`src/tcp_pkg.sv`:
```
// Shared constants for the triangle centroid and perimeter pipeline.
// Depends on nothing; every other file of the block depends on it.
package tcp_pkg;

  // Field widths of the coordinate and perimeter words.
  localparam int COORD_W = 16;
  localparam int PERIM_W = 19;

  // Absolute coordinate difference, its square and the sum of two squares.
  localparam int DIFF_W = COORD_W;
  localparam int SQ_W   = 2 * DIFF_W;
  localparam int RAD_W  = SQ_W + 1;

  // Floor square root of a RAD_W-bit radicand; one root bit per stage.
  localparam int ROOT_W = (RAD_W + 1) / 2;

  // Coordinate sum of three vertices and its magnitude plus one.
  localparam int SUM_W = COORD_W + 2;
  localparam int MAG_W = SUM_W - 1;

  // Division by three as a multiply by ceil(2^19 / 3) and a shift by 19.
  // Exact for every magnitude below 2^17.
  localparam int DIV3_SHIFT            = 19;
  localparam int RECIP_W               = 18;
  localparam logic [RECIP_W-1:0] DIV3_RECIP = 18'd174763;
  localparam int PROD_W                = MAG_W + RECIP_W;

  // Front stages, root stages and the final perimeter add.
  localparam int FRONT_N = 3;
  localparam int STG_N   = FRONT_N + ROOT_W + 1;
  localparam int STG_IW  = $clog2(STG_N);

endpackage

```
`src/tcp_isqrt.sv`:
```
// Pipelined floor integer square root, one result bit per register stage.
// Depends on tcp_pkg; stage enables come from the owner's valid pipeline.
module tcp_isqrt (
  input  logic                         clk,
  input  logic [tcp_pkg::ROOT_W-1:0]   en,
  input  logic [tcp_pkg::RAD_W-1:0]    radicand,
  output logic [tcp_pkg::ROOT_W-1:0]   root
);
  import tcp_pkg::*;

  // Trial values need two bits above the radicand.
  localparam int TRY_W = RAD_W + 2;

  logic [RAD_W-1:0]  rem_q  [ROOT_W];
  logic [ROOT_W-1:0] root_q [ROOT_W];

  genvar j;
  generate
    for (j = 0; j < ROOT_W; j++) begin : g_step
      localparam int K = ROOT_W - 1 - j;

      logic [RAD_W-1:0]  rem_in;
      logic [ROOT_W-1:0] root_in;
      logic [TRY_W-1:0]  trial;

      // Stage zero starts from the radicand with an empty root.
      if (j == 0) begin : g_first
        assign rem_in  = radicand;
        assign root_in = '0;
      end else begin : g_next
        assign rem_in  = rem_q[j-1];
        assign root_in = root_q[j-1];
      end

      // Setting bit K grows the square by 2^(K+1)*root + 2^(2K).
      assign trial = (TRY_W'(root_in) << (K + 1)) + (TRY_W'(1) << (2 * K));

      // Keep the bit when the remainder still covers the growth.
      always_ff @(posedge clk) begin
        if (en[j]) begin
          if (TRY_W'(rem_in) >= trial) begin
            rem_q[j]  <= rem_in - trial[RAD_W-1:0];
            root_q[j] <= root_in | (ROOT_W'(1) << K);
          end else begin
            rem_q[j]  <= rem_in;
            root_q[j] <= root_in;
          end
        end
      end
    end
  endgenerate

  assign root = root_q[ROOT_W-1];

endmodule
```
`config.mk`:
```
export PLATFORM = sky130hd
export DESIGN_NAME = tcp_isqrt
export DESIGN_NICKNAME = d
export VERILOG_FILES = /design/src/tcp_pkg.sv /design/src/tcp_isqrt.sv
export SDC_FILE = /design/constraint.sdc
export NUM_CORES = 1
export LEC_CHECK = 0
export BUFFER_PORTS_ARGS = -buffer_cell sky130_fd_sc_hd__buf_4
export CAP_MARGIN = 20
export CORE_MARGIN = 5
export CORE_UTILIZATION = 29
export CTS_CLUSTER_SIZE = 28
export DETAILED_ROUTE_END_ITERATION = 8
export GPL_TIMING_DRIVEN = 0
export HOLD_SLACK_MARGIN = 0.1
export MAX_ROUTING_LAYER = met4
export PLACE_DENSITY = 0.52
export SLEW_MARGIN = 10
export SYNTH_ARGS = -nofsm -noshare
export SYNTH_HDL_FRONTEND = slang
export SYNTH_SLANG_ARGS = --single-unit
```
`constraint.sdc`:
```
create_clock -name clk -period 3.3 [get_ports clk]
set_clock_uncertainty 0.2 [all_clocks]
set_input_delay 0.825 -clock clk [delete_from_list [all_inputs] [get_ports clk]]
set_output_delay 0.825 -clock clk [all_outputs]
set_load 0.02 [all_outputs]
```
## Word-level counts from Yosys, hierarchy flattened

Memory sizes are Yosys's and may differ from the RTL's.
Index checks and enable logic that the tools add are counted.

| word-level totals | value |
|---|---|
| memories kept | 2 |
| register bits after elaboration | 0 |
| bits in writable memories | 850 |

| cells by class | value |
|---|---|
| magnitude comparators | 17 |
| mux-type cells | 136 |
| bitwise logic cells | 34 |
| add/subtract/negate cells | 33 |

Memories:

| name | depth | bits a word | read ports | clocked after Yosys merged registers in | write ports | RTL line | RTL |
|---|---|---|---|---|---|---|---|
| rem_q | 17 | 33 | 16 | 0 | 17 | tcp_isqrt.sv:14 | `logic [RAD_W-1:0] rem_q [ROOT_W];` |
| root_q | 17 | 17 | 17 | 0 | 17 | tcp_isqrt.sv:15 | `logic [ROOT_W-1:0] root_q [ROOT_W];` |

Operators with widths:

| kind | count |
|---|---|
| 2-to-1 mux 33 bit | 17 |
| 2-to-1 mux 17 bit | 17 |
| 2-to-1 mux 1 bit | 102 |
| subtractor 33 bit | 2 |
| adder 33 x 31 -> 34 bit (second input constant) | 1 |
| >= comparator 33 x 34 -> 1 bit | 1 |
| bitwise OR 1 bit | 34 |
| adder 32 x 29 -> 33 bit (second input constant) | 1 |
| >= comparator 33 x 19 -> 1 bit | 1 |
| >= comparator 33 x 20 -> 1 bit | 1 |
| >= comparator 33 x 21 -> 1 bit | 1 |
| >= comparator 33 x 22 -> 1 bit | 1 |
| >= comparator 33 x 23 -> 1 bit | 1 |
| >= comparator 33 x 24 -> 1 bit | 1 |
| >= comparator 33 x 25 -> 1 bit | 1 |
| >= comparator 33 x 26 -> 1 bit | 1 |
| >= comparator 33 x 27 -> 1 bit | 1 |
| >= comparator 33 x 28 -> 1 bit | 1 |
| >= comparator 33 x 29 -> 1 bit | 1 |
| >= comparator 33 x 30 -> 1 bit | 1 |
| >= comparator 33 x 31 -> 1 bit | 1 |
| >= comparator 33 x 32 -> 1 bit | 1 |
| >= comparator 33 bit | 1 |
| >= comparator 33 bit (second input constant) | 1 |
| 29 further kinds | 29 |

## Depth between registers and ports, before layout

Gate-level depths: netlist (run 1).
An unclocked memory read counts as a cell.

| logic depth | value |
|---|---|
| word-level depth | 7 |
| gate-level depth with buffers | 13 |

## Worst setup path before layout (run 1)

No wires, ideal clock.

| path | value |
|---|---|
| path kind | register to register |
| from | memory rem_q[6][20] (netlist bit) |
| to | memory rem_q[7][31] (netlist bit), data pin |
| required time | 2.842 ns |
| slack | 0.103 ns |
| library setup time | 0.258 ns |
| arrival | 2.739 ns |
| stages on the path, launching flop included | 11 |
| clock period less this slack | 3.197 ns |
| path through | edfxtp_1 -> ha_1 -> nor4b_2 -> nand4_1 -> or4_1 -> o311a_1 -> buf_6 -> a21o_1 -> or4_4 -> or3_4 -> xnor2_2 |

RTL lines:

| element | RTL line |
|---|---|
| start: declaration | tcp_isqrt.sv:14 |

==> key figures, run 1 <==
Clocking
  • Num CTS Buffers: 74
  • CTS clk-pin slew, worst paths: 0.06 ns
  • Clock Latency Late Sink: 0.63 ns
  • H-tree depth: 3
  • CTS Hold Bufs: 0
  • CTS root buf: clkbuf_16
  • CTS Buffer Depth: 3
  • TritonCTS clock tree: built
  • Clk sink count: 681

Setup path
  • CP required: 3.47 ns
  • Critical Path Max Stage Delay: 0.54 ns
  • Worst R2R Start: rem_q[6][20]
  • Worst Path Max Fanout: 2
  • Worst path cell trace: ha_4 -> nor4b_4 -> nand4_1 -> or4_1 -> o311a_1 -> a21o_1 -> or4_4 -> or3_4 -> xnor2_2
  • CP Class: reg -> reg
  • Worst setup path start: rem_q[6][20]
  • Crit path buffers/inverters: 0
  • CP Launch Type: register
  • Slowest-stage cell, CP: or4_1
  • Crit path max-delay family: simple AND/OR/NAND/NOR gates
  • Reg2Reg Setup Slack: -0.15 ns
  • CP arrival: 3.62 ns
  • CP Capture Type: register

Floorplanning
  • FP Rows: 122
  • Top Ports: 68
  • Initial Utilization: 29.16%
  • Core area: 0.1105 sq mm
  • Die width: 343.3 microns
  • Die ar.: 0.1179 sq mm
  • Die Span Y: 343.3 microns

Final layout
  • Post-Layout Cell Count: 4,222
  • Area growth from synthesis to layout: 17.26%
  • Filler instances: 10.98k
  • Ratio of cells with drive above 1 in the final layout: 12.00%
  • Area of the multi-input gates: 0.01113 sq mm
  • Commonest non-fill, non-tap cell in the layout: edfxtp_1
  • # diodes: 0
  • Final Net Count: 2,892
  • Seq. cell area: 0.02045 sq mm
  • Most frequent cells in the layout: edfxtp_1, inv_1, nand2_1

Pwr
  • Peak supply drop: 0.3952 mV
  • Pleak: 14.11 nW
  • P per Cell Area: 608.2 mW/mm^2
  • Design Power: 22.98 mW

Timing
  • Max-slew headroom: 34.89%
  • Fmax: 290.2 MHz
  • Final Hold Viols: 0
  • Unrepaired setup endpoints after global routing: yes
  • Tmin final: 3.446 ns
  • Final worst-path cycle share: 104.4%
  • Final worst slack: -0.1463 ns
  • Worst Tran Pin Value: 0.9767 ns
  • Final setup vio count: 4
  • Pins Over Slew Limit: 0
  • Setup_tns: -0.2454 ns

GRT
  • Largest net degree at the start of global routing: 38
  • Total GRT Usage: 11.06%
  • Gr ovfl total: 0
  • Vias in the first global route: 20.05k
  • First-pass GRT wire length: 102.2 mm
  • Initial antenna violation count: 0

Yosys
  • Post-Synthesis Cells: 2,507
  • Synth Flop Type: edfxtp_1
  • Syn nets: 2,725
  • Yosys cell types: 75
  • Ys Warns: 0
  • Sequential share of the synthesized area: 63.46%
  • Post-Syn Area per Cell: 12.85 sq um
  • EDFF count, synth: 681
  • Asr flop ratio synth: 0%
  • Yosys reg bits: 681
  • Post-Syn Area: 0.03222 sq mm

Route
  • Drt drc: 0
  • Drt pass-1 iters: 5
  • Vias: 19.05k
  • Iteration-0 DRC Markers: 898
  • WL/cell: 14.94 microns
  • DRT antenna net count: 0
  • Routed vias/inst: 4.513
  • Drt total wl: 63.09 mm

Placement
  • Placed Cells: 4,076
  • DP Worst Slack: -0.5024 ns
  • IO buf count: 67
  • Placer Congestion: 0.8431
  • HPWL after detailed placement: 48.70 mm

Flow run
  • Number of max-cap violations: 0

Hold path
  • Origin of the worst min-delay path: radicand[27]
  • Hold Path Class: in -> reg

Outcome
  • Failing checks: setup timing
  • Outcome: finished with violations
sequential cells by signal, summed over array words and instances, names as in the netlist:
| signal | flops |
|---|---|
| root_q | 153 |
| rem_q | 528 |
power breakdown:
| part | total, mW | switching (mW) | internal (mW) |
|---|---|---|---|
| Clock | 7.90 | 3.45 | 4.45 |
| Sequential | 11.5 | 0.684 | 10.8 |
| Combinational | 3.60 | 2.00 | 1.59 |
| Total | 23.0 | 6.14 | 16.8 |
metrics by stage:
step	util, %	hold WS, ns	cell area [sq um]
after global routing	34.19	0.1194	37780
after floorplan	-	0.2166	32220
after CTS	33.88	0.1157	37450
final	34.19	0.1631	37780
after global placement	31.30	0.2215	34590
after detailed placement	31.57	0.2262	34890
area by class of cell:
type	count	area share (%)
clock inverter	47	1.149
inverter	212	2.106
tap	1488	4.927
multi-input combinational	1554	29.46
timing repair buffer	98	2.434
buffer	53	0.7517
sequential	681	54.12
clock buffer	89	5.050
synthesized netlist by cell type, drive strengths merged (9+ instances only):
library cell | count | area (sq um)
buf | 15 | 83.83
nand4 | 27 | 168.9
nor2 | 132 | 495.5
nor3 | 67 | 340.3
nand2b | 36 | 225.2
clkbuf | 45 | 168.9
o21a | 39 | 292.8
a21oi | 100 | 500.5
and2 | 11 | 68.82
inv | 212 | 795.8
xnor2 | 83 | 734.5
nand4b | 10 | 87.58
a21o | 46 | 345.3
nor2b | 23 | 143.9
nor4b | 17 | 155.1
mux2 | 11 | 123.9
edfxtp | 681 | 20450
ha | 166 | 2077
xor2 | 116 | 1016
a211oi | 11 | 82.58
o31ai | 17 | 127.6
or4 | 26 | 198.9
nor4 | 75 | 469.2
nand3 | 32 | 160.2
nand2 | 175 | 656.9
o41ai | 9 | 78.83
mux2i | 9 | 90.09
a21boi | 11 | 82.58
o21ai | 153 | 765.7
nor3b | 9 | 67.56
o211ai | 12 | 90.09
or3 | 26 | 167.7
final timing paths:
path / to / cells past startpoint
worst min-delay path: rem_q[0][27] / 1
worst min register to register: rem_q[5][1] / 0
worst max register to register: rem_q[7][31] / 9
worst max-delay path: rem_q[7][31] / 9
kinds of logic (layout without fill, tap and decap cells):
family / count (synthesis) / in the layout / synth area share (%)
AO/OA/AOI/OAI: 463 / 463 / 9.125
XOR/XNOR: 199 / 199 / 5.432
adder cells (fa/ha/maj): 167 / 167 / 6.508
buffers and inverters: 272 / 499 / 3.254
flip-flops: 681 / 681 / 63.46
multiplexers: 20 / 20 / 0.6640
AND/OR/NAND/NOR: 705 / 705 / 11.56
repair_timing:
| item | CTS | global route |
|---|---|---|
| pin swaps | 6 | 19 |
| endpoints found under the setup margin | 141 | 136 |
| setup buffers | 6 | 11 |
| resized for setup | 43 | 60 |
metal layers:
metal  part of all wire (%)  GRT usage (%)  up-vias
li1                       -              -     9692
met1                     39          11.26     8920
met2                     53          20.63      296
met3                    3.2          1.905      145
met4                    4.8          5.089        0
met5                      0              -        -
Note: power is estimated with default switching activity, not from simulation.
==> run 2, diff against run 1 <==
- CORE_ASPECT_RATIO: not set -> 0.6
- SETUP_SLACK_MARGIN: not set -> 0.3
==> run 2 against run 1 <==
Compared with the run above:
- the flow still finishes with violations (setup timing)
- sequential share of layout area is 5.9 points lower
- count of clock-buffer cells in the layout decreased by 4
- largest power group unchanged
- die area increased by 0.19%
- critical endpoint is now rem_q[7][30]
==> key figures, run 2 (synthesis gave the netlist of run 1 again) <==
GRT
  • Largest net degree at the start of global routing: 35
  • Total GRT Usage: 13.86%
  • First-pass GRT wire length: 122.4 mm
  • Initial antenna violation count: 5
  • Gr ovfl total: 0
  • Vias in the first global route: 19.39k

Placement
  • Placer Congestion: 0.8742
  • HPWL after detailed placement: 58.76 mm
  • IO buf count: 67
  • Placed Cells: 4,078

Final layout
  • Ratio of cells with drive above 1 in the final layout: 27.91%
  • Top flop regs: rem_q x528, root_q x153
  • Max reg flops: 528
  • Post-Layout Cell Count: 4,397
  • Largest Register: rem_q
  • # diodes: 0
  • Area growth from synthesis to layout: 31.53%
  • Commonest non-fill, non-tap cell in the layout: edfxtp_1
  • Final Net Count: 3,076
  • Most frequent cells in the layout: edfxtp_1, inv_1, buf_4

Route
  • WL/cell: 19.08 microns
  • Vias: 21.51k
  • Drt pass-1 iters: 8
  • Drt drc: 0
  • DRT antenna net count: 0
  • Drt total wl: 83.90 mm
  • Routed vias/inst: 4.893
  • Iteration-0 DRC Markers: 2,133

Timing
  • Worst Tran Pin Value: 0.7888 ns
  • Final Hold Viols: 0
  • Max-slew headroom: 46.93%
  • Final worst-path cycle share: 106.7%
  • Hold WS: 0.1552 ns
  • Final worst slack: -0.2224 ns
  • Final setup vio count: 7
  • Setup_tns: -0.6794 ns
  • Fmax: 283.9 MHz
  • Unrepaired setup endpoints after global routing: yes
  • Tmin final: 3.522 ns
  • Pins Over Slew Limit: 0

Setup path
  • CP Capture Type: register
  • CP Launch Type: register
  • Worst path cell trace: ha_4 -> nor4b_4 -> nand4_1 -> or4_4 -> o311a_1 -> buf_6 -> buf_4 -> buf_8 -> or4_4 -> nor3_4 -> xor2_1
  • Critical Path Max Stage Delay: 0.57 ns
  • Crit path top cell by count: or4_4
  • Worst Path Max Fanout: 3
  • CP required: 3.48 ns
  • Worst setup path start: rem_q[6][20]
  • CP arrival: 3.70 ns
  • CP Class: reg -> reg
  • Crit path max-delay family: simple AND/OR/NAND/NOR gates
  • R2R cell count: 11
  • Slowest-stage cell, CP: or4_4
  • Crit path buffers/inverters: 3
  • Crit path depth: 11
  • Worst R2R Start: rem_q[6][20]

Clocking
  • TritonCTS clock tree: built
  • CTS root buf: clkbuf_16
  • CTS Buffer Depth: 3
  • Num CTS Buffers: 71
  • Clock Latency Late Sink: 0.66 ns
  • CTS clk-pin slew, worst paths: 0.06 ns
  • Clk sink count: 681
  • H-tree depth: 3

Hold path
  • Origin of the worst min-delay path: radicand[31]
  • Hold Path Class: in -> reg
  • Min-Delay Path Depth: 1

Floorplanning
  • Top Ports: 68
  • Initial Utilization: 29.30%
  • Die ar.: 0.1181 sq mm
  • Die Span Y: 268.2 microns
  • Core area: 0.1100 sq mm
  • Die width: 440.3 microns
  • FP Rows: 94

Pwr
  • Pleak: 15.91 nW
  • Peak supply drop: 0.4046 mV
  • P per Cell Area: 577.4 mW/mm^2

Outcome
  • Outcome: finished with violations
  • Failing checks: setup timing

Flow run
  • Number of max-cap violations: 0
## run 2: changes by cell type in the layout (fill, tap and decap cells not counted), sizes merged
cell           change
buf              +174
clkbuf             -3
clkdlybuf4s15      +1
clkinv             -1
clkinvlp           -4
dlygate4sd3       +11
inv                -3
## run 2: final cells by class
cell class	count	area [sq um]
Buffer	60	613.1
Clock buffer	85	1851
Clock inverter	39	377.9
Fill cell	10320	67580
Inverter	212	818.3
Multi-Input combinational cell	1554	13490
Sequential cell	681	20450
Tap cell	1488	1862
Timing Repair Buffer	278	2919
## run 2: where the power goes
group | switching (mW) | internal, mW | total, mW
combinational | 2.72 | 2.31 | 5.03
clock | 3.55 | 4.30 | 7.84
sequential | 0.804 | 10.8 | 11.6
total | 7.07 | 17.4 | 24.5
## run 2: metrics by stage
step	power [mW]	setup slack [ns]	utilization, %	instance area, sq um
2_1_floorplan	14.07	0.1469	-	32260
3_3_place_gp	15.20	-0.8037	31.49	34630
3_5_place_dp	15.26	-0.8374	31.84	35020
4_1_cts	23.97	-0.3748	36.63	40290
5_1_grt	25.57	-0.3524	38.54	42380
6_report	24.47	-0.2224	38.54	42380
## run 2: worst register-to-register path, cell delays in order (launching register included)
cell,delay [ns]
edfxtp_1,0.43
ha_4,0.32
nor4b_4,0.18
nand4_1,0.27
or4_4,0.51
o311a_1,0.13
buf_6,0.12
buf_4,0.13
buf_8,0.11
or4_4,0.58
nor3_4,0.20
xor2_1,0.09
## run 2: per-layer routing
layer | GRT usage [%] | vias up | part of all wire [%]
li1 | - | 10090 | -
met1 | 24.25 | 10650 | 56
met2 | 14.92 | 688 | 34
met4 | 2.848 | 0 | 1.4
met3 | 2.988 | 89 | 8.4
met5 | - | - | 0
## run 2: path summary, 6_finish.rpt
kind	end	slack [ns]
max	rem_q[7][30]	-0.22
min	rem_q[0][31]	0.16
max reg2reg	rem_q[7][30]	-0.22
min reg2reg	root_q[11][12]	0.24
## run 2: repair_timing
item                                    4_1_cts  5_1_grt
gates resized for setup                     428      321
setup buffers                               102       67
cloned                                        6        8
endpoints found under the setup margin      239      227
pin swaps                                   125      120
hold buffers                                 11        0
hold endpoints to repair                     11        0
==> run 3, diff against run 2 <==
- GPL_TIMING_DRIVEN: 0 -> not set
- PLACE_DENSITY: 0.52 -> 0.5
- clock period: 3.3 -> 3.95 ns (I/O delays scaled with it)
==> run 3 against run 2 <==
Compared with the run above:
- the run now ends clean
- register-to-register slack better by 0.62 ns
- global-route usage shrank 0.39 points
- first-iteration DRC count down 2.3%
- routed wire length is 7.0% lower
- die area is the same
- final cell count fell by 5.0%
- setup slack gained 0.62 ns
- highest routed layer unchanged
==> key figures, run 3 (synthesis gave the netlist of run 1 again) <==
Timing
  • Tmin final: 3.550 ns
  • Final Hold Viols: 0
  • Setup_tns: 0 ns
  • Final setup vio count: 0
  • Final worst-path cycle share: 89.88%
  • Unrepaired setup endpoints after global routing: yes
  • Fmax: 281.7 MHz
  • Worst Tran Pin Value: 1.145 ns
  • Pins Over Slew Limit: 0
  • Max-slew headroom: 22.97%
  • Final worst slack: 0.3997 ns

Setup path
  • Slowest-stage cell, CP: a2111oi_2
  • CP Capture Type: register
  • Crit path depth: 7
  • CP arrival: 3.72 ns
  • Worst Path Max Fanout: 4
  • R2R cell count: 7
  • CP Class: reg -> reg
  • Worst path cell trace: or4_1 -> nor3_1 -> nand2b_1 -> a2111oi_2 -> a21oi_1 -> o211ai_1 -> xnor2_1
  • Crit path buffers/inverters: 0
  • CP required: 4.12 ns
  • Critical Path Max Stage Delay: 0.91 ns
  • Crit path max-delay family: compound AO/OA/AOI/OAI gates
  • CP Launch Type: register

Clocking
  • Num CTS Buffers: 71
  • TritonCTS clock tree: built
  • CTS Buffer Depth: 3
  • Total setup buffers inserted after CTS: 0
  • CTS clk-pin slew, worst paths: 0.06 ns
  • Clock Latency Late Sink: 0.65 ns
  • CTS root buf: clkbuf_16
  • Clk sink count: 681
  • H-tree depth: 3
  • CTS Hold Bufs: 0

GRT
  • Gr ovfl total: 0
  • Total GRT Usage: 13.47%
  • Initial antenna violation count: 5
  • Largest net degree at the start of global routing: 51
  • First-pass GRT wire length: 118.3 mm
  • Vias in the first global route: 19.05k

Route
  • Routed vias/inst: 4.838
  • Vias: 20.21k
  • WL/cell: 18.68 microns
  • Drt pass-1 iters: 5
  • DRT antenna net count: 0
  • Iteration-0 DRC Markers: 2,085
  • Drt drc: 0
  • Drt total wl: 78.03 mm

Final layout
  • Largest Register: rem_q
  • Most frequent cells in the layout: edfxtp_1, inv_1, nand2_1
  • Final Net Count: 2,854
  • Finished Cell Area: 0.03727 sq mm
  • Ratio of cells with drive above 1 in the final layout: 9.862%
  • Top flop regs: rem_q x528, root_q x153
  • Area growth from synthesis to layout: 15.68%
  • Commonest non-fill, non-tap cell in the layout: edfxtp_1
  • Max reg flops: 528

Floorplanning
  • Top Ports: 68
  • Die ar.: 0.1181 sq mm
  • Die Span Y: 268.2 microns
  • Initial Utilization: 29.30%
  • Die width: 440.3 microns
  • Core area: 0.1100 sq mm
  • FP Rows: 94

Placement
  • Placed cell area: 0.03471 sq mm
  • DP Worst Slack: 0.2333 ns
  • Placer Congestion: 0.9059
  • IO buf count: 67
  • HPWL after detailed placement: 59.60 mm

Outcome
  • Outcome: completed

Hold path
  • Hold Path Class: reg -> reg
  • Min-Delay Path Depth: 0

Flow run
  • Number of max-cap violations: 0

Pwr
  • P per Cell Area: 532.8 mW/mm^2
  • Pleak: 13.94 nW
  • Peak supply drop: 0.2942 mV
==> run 3: changes by cell type in the layout (fill, tap and decap cells not counted), sizes merged <==
cell / before / now
dlygate4sd3: 11 / 0
bufinv: 3 / 13
inv: 214 / 215
clkdlybuf4s15: 1 / 0
buf: 284 / 116
clkinv: 32 / 19
clkbuf: 127 / 87
diode: 0 / 3
==> run 3: repair_timing <==
item | CTS | global route
endpoints found under the setup margin | 4 | 60
gates cloned | 0 | 0
pin swaps | 0 | 2
gates resized for setup | 2 | 17
==> run 3: where the power goes <==
group	switching (mW)	total [mW]	internal, mW
Clock	2.91	7.14	4.23
Combinational	1.85	3.11	1.27
Sequential	0.590	9.61	9.02
==> run 3: area by class of cell <==
type	instances	area, sq um
fillers	10650	72690
flip-flops and latches	681	20450
multi-input cells	1554	10850
well taps	1488	1862
clock buffers	87	1858
repair buffers	116	872.1
inverters	212	795.8
clock inverters	37	581.8
diodes	3	7.507
==> run 3: through the flow <==
stage	util [%]	hold slack [ns]	cells	power, mW
after floorplan	-	0.2166	2507	11.75
after global placement	31.55	0.2317	4050	12.70
after detailed placement	31.56	0.2299	4051	12.78
after CTS	33.80	0.2261	4175	20.02
after global routing	33.90	0.2504	4178	20.79
final	33.90	0.2302	4178	19.86
==> run 3: final timing paths <==
kind,startpoint,end,slack (ns)
worst min register to register,root_q[10][6],root_q[11][6],0.23
worst min-delay path,root_q[10][6],root_q[11][6],0.23
worst max register to register,rem_q[13][26],rem_q[14][27],0.40
worst max-delay path,rem_q[13][26],rem_q[14][27],0.40
==> run 3: per-layer routing <==
layer | vias to the layer above | GRT usage, % | part of all wire [%]
met1 | 9926 | 23.20 | 58
met4 | 0 | 2.990 | 1.6
met2 | 587 | 14.71 | 33
met3 | 85 | 3.086 | 7.2
li1 | 9614 | - | -
met5 | - | - | 0
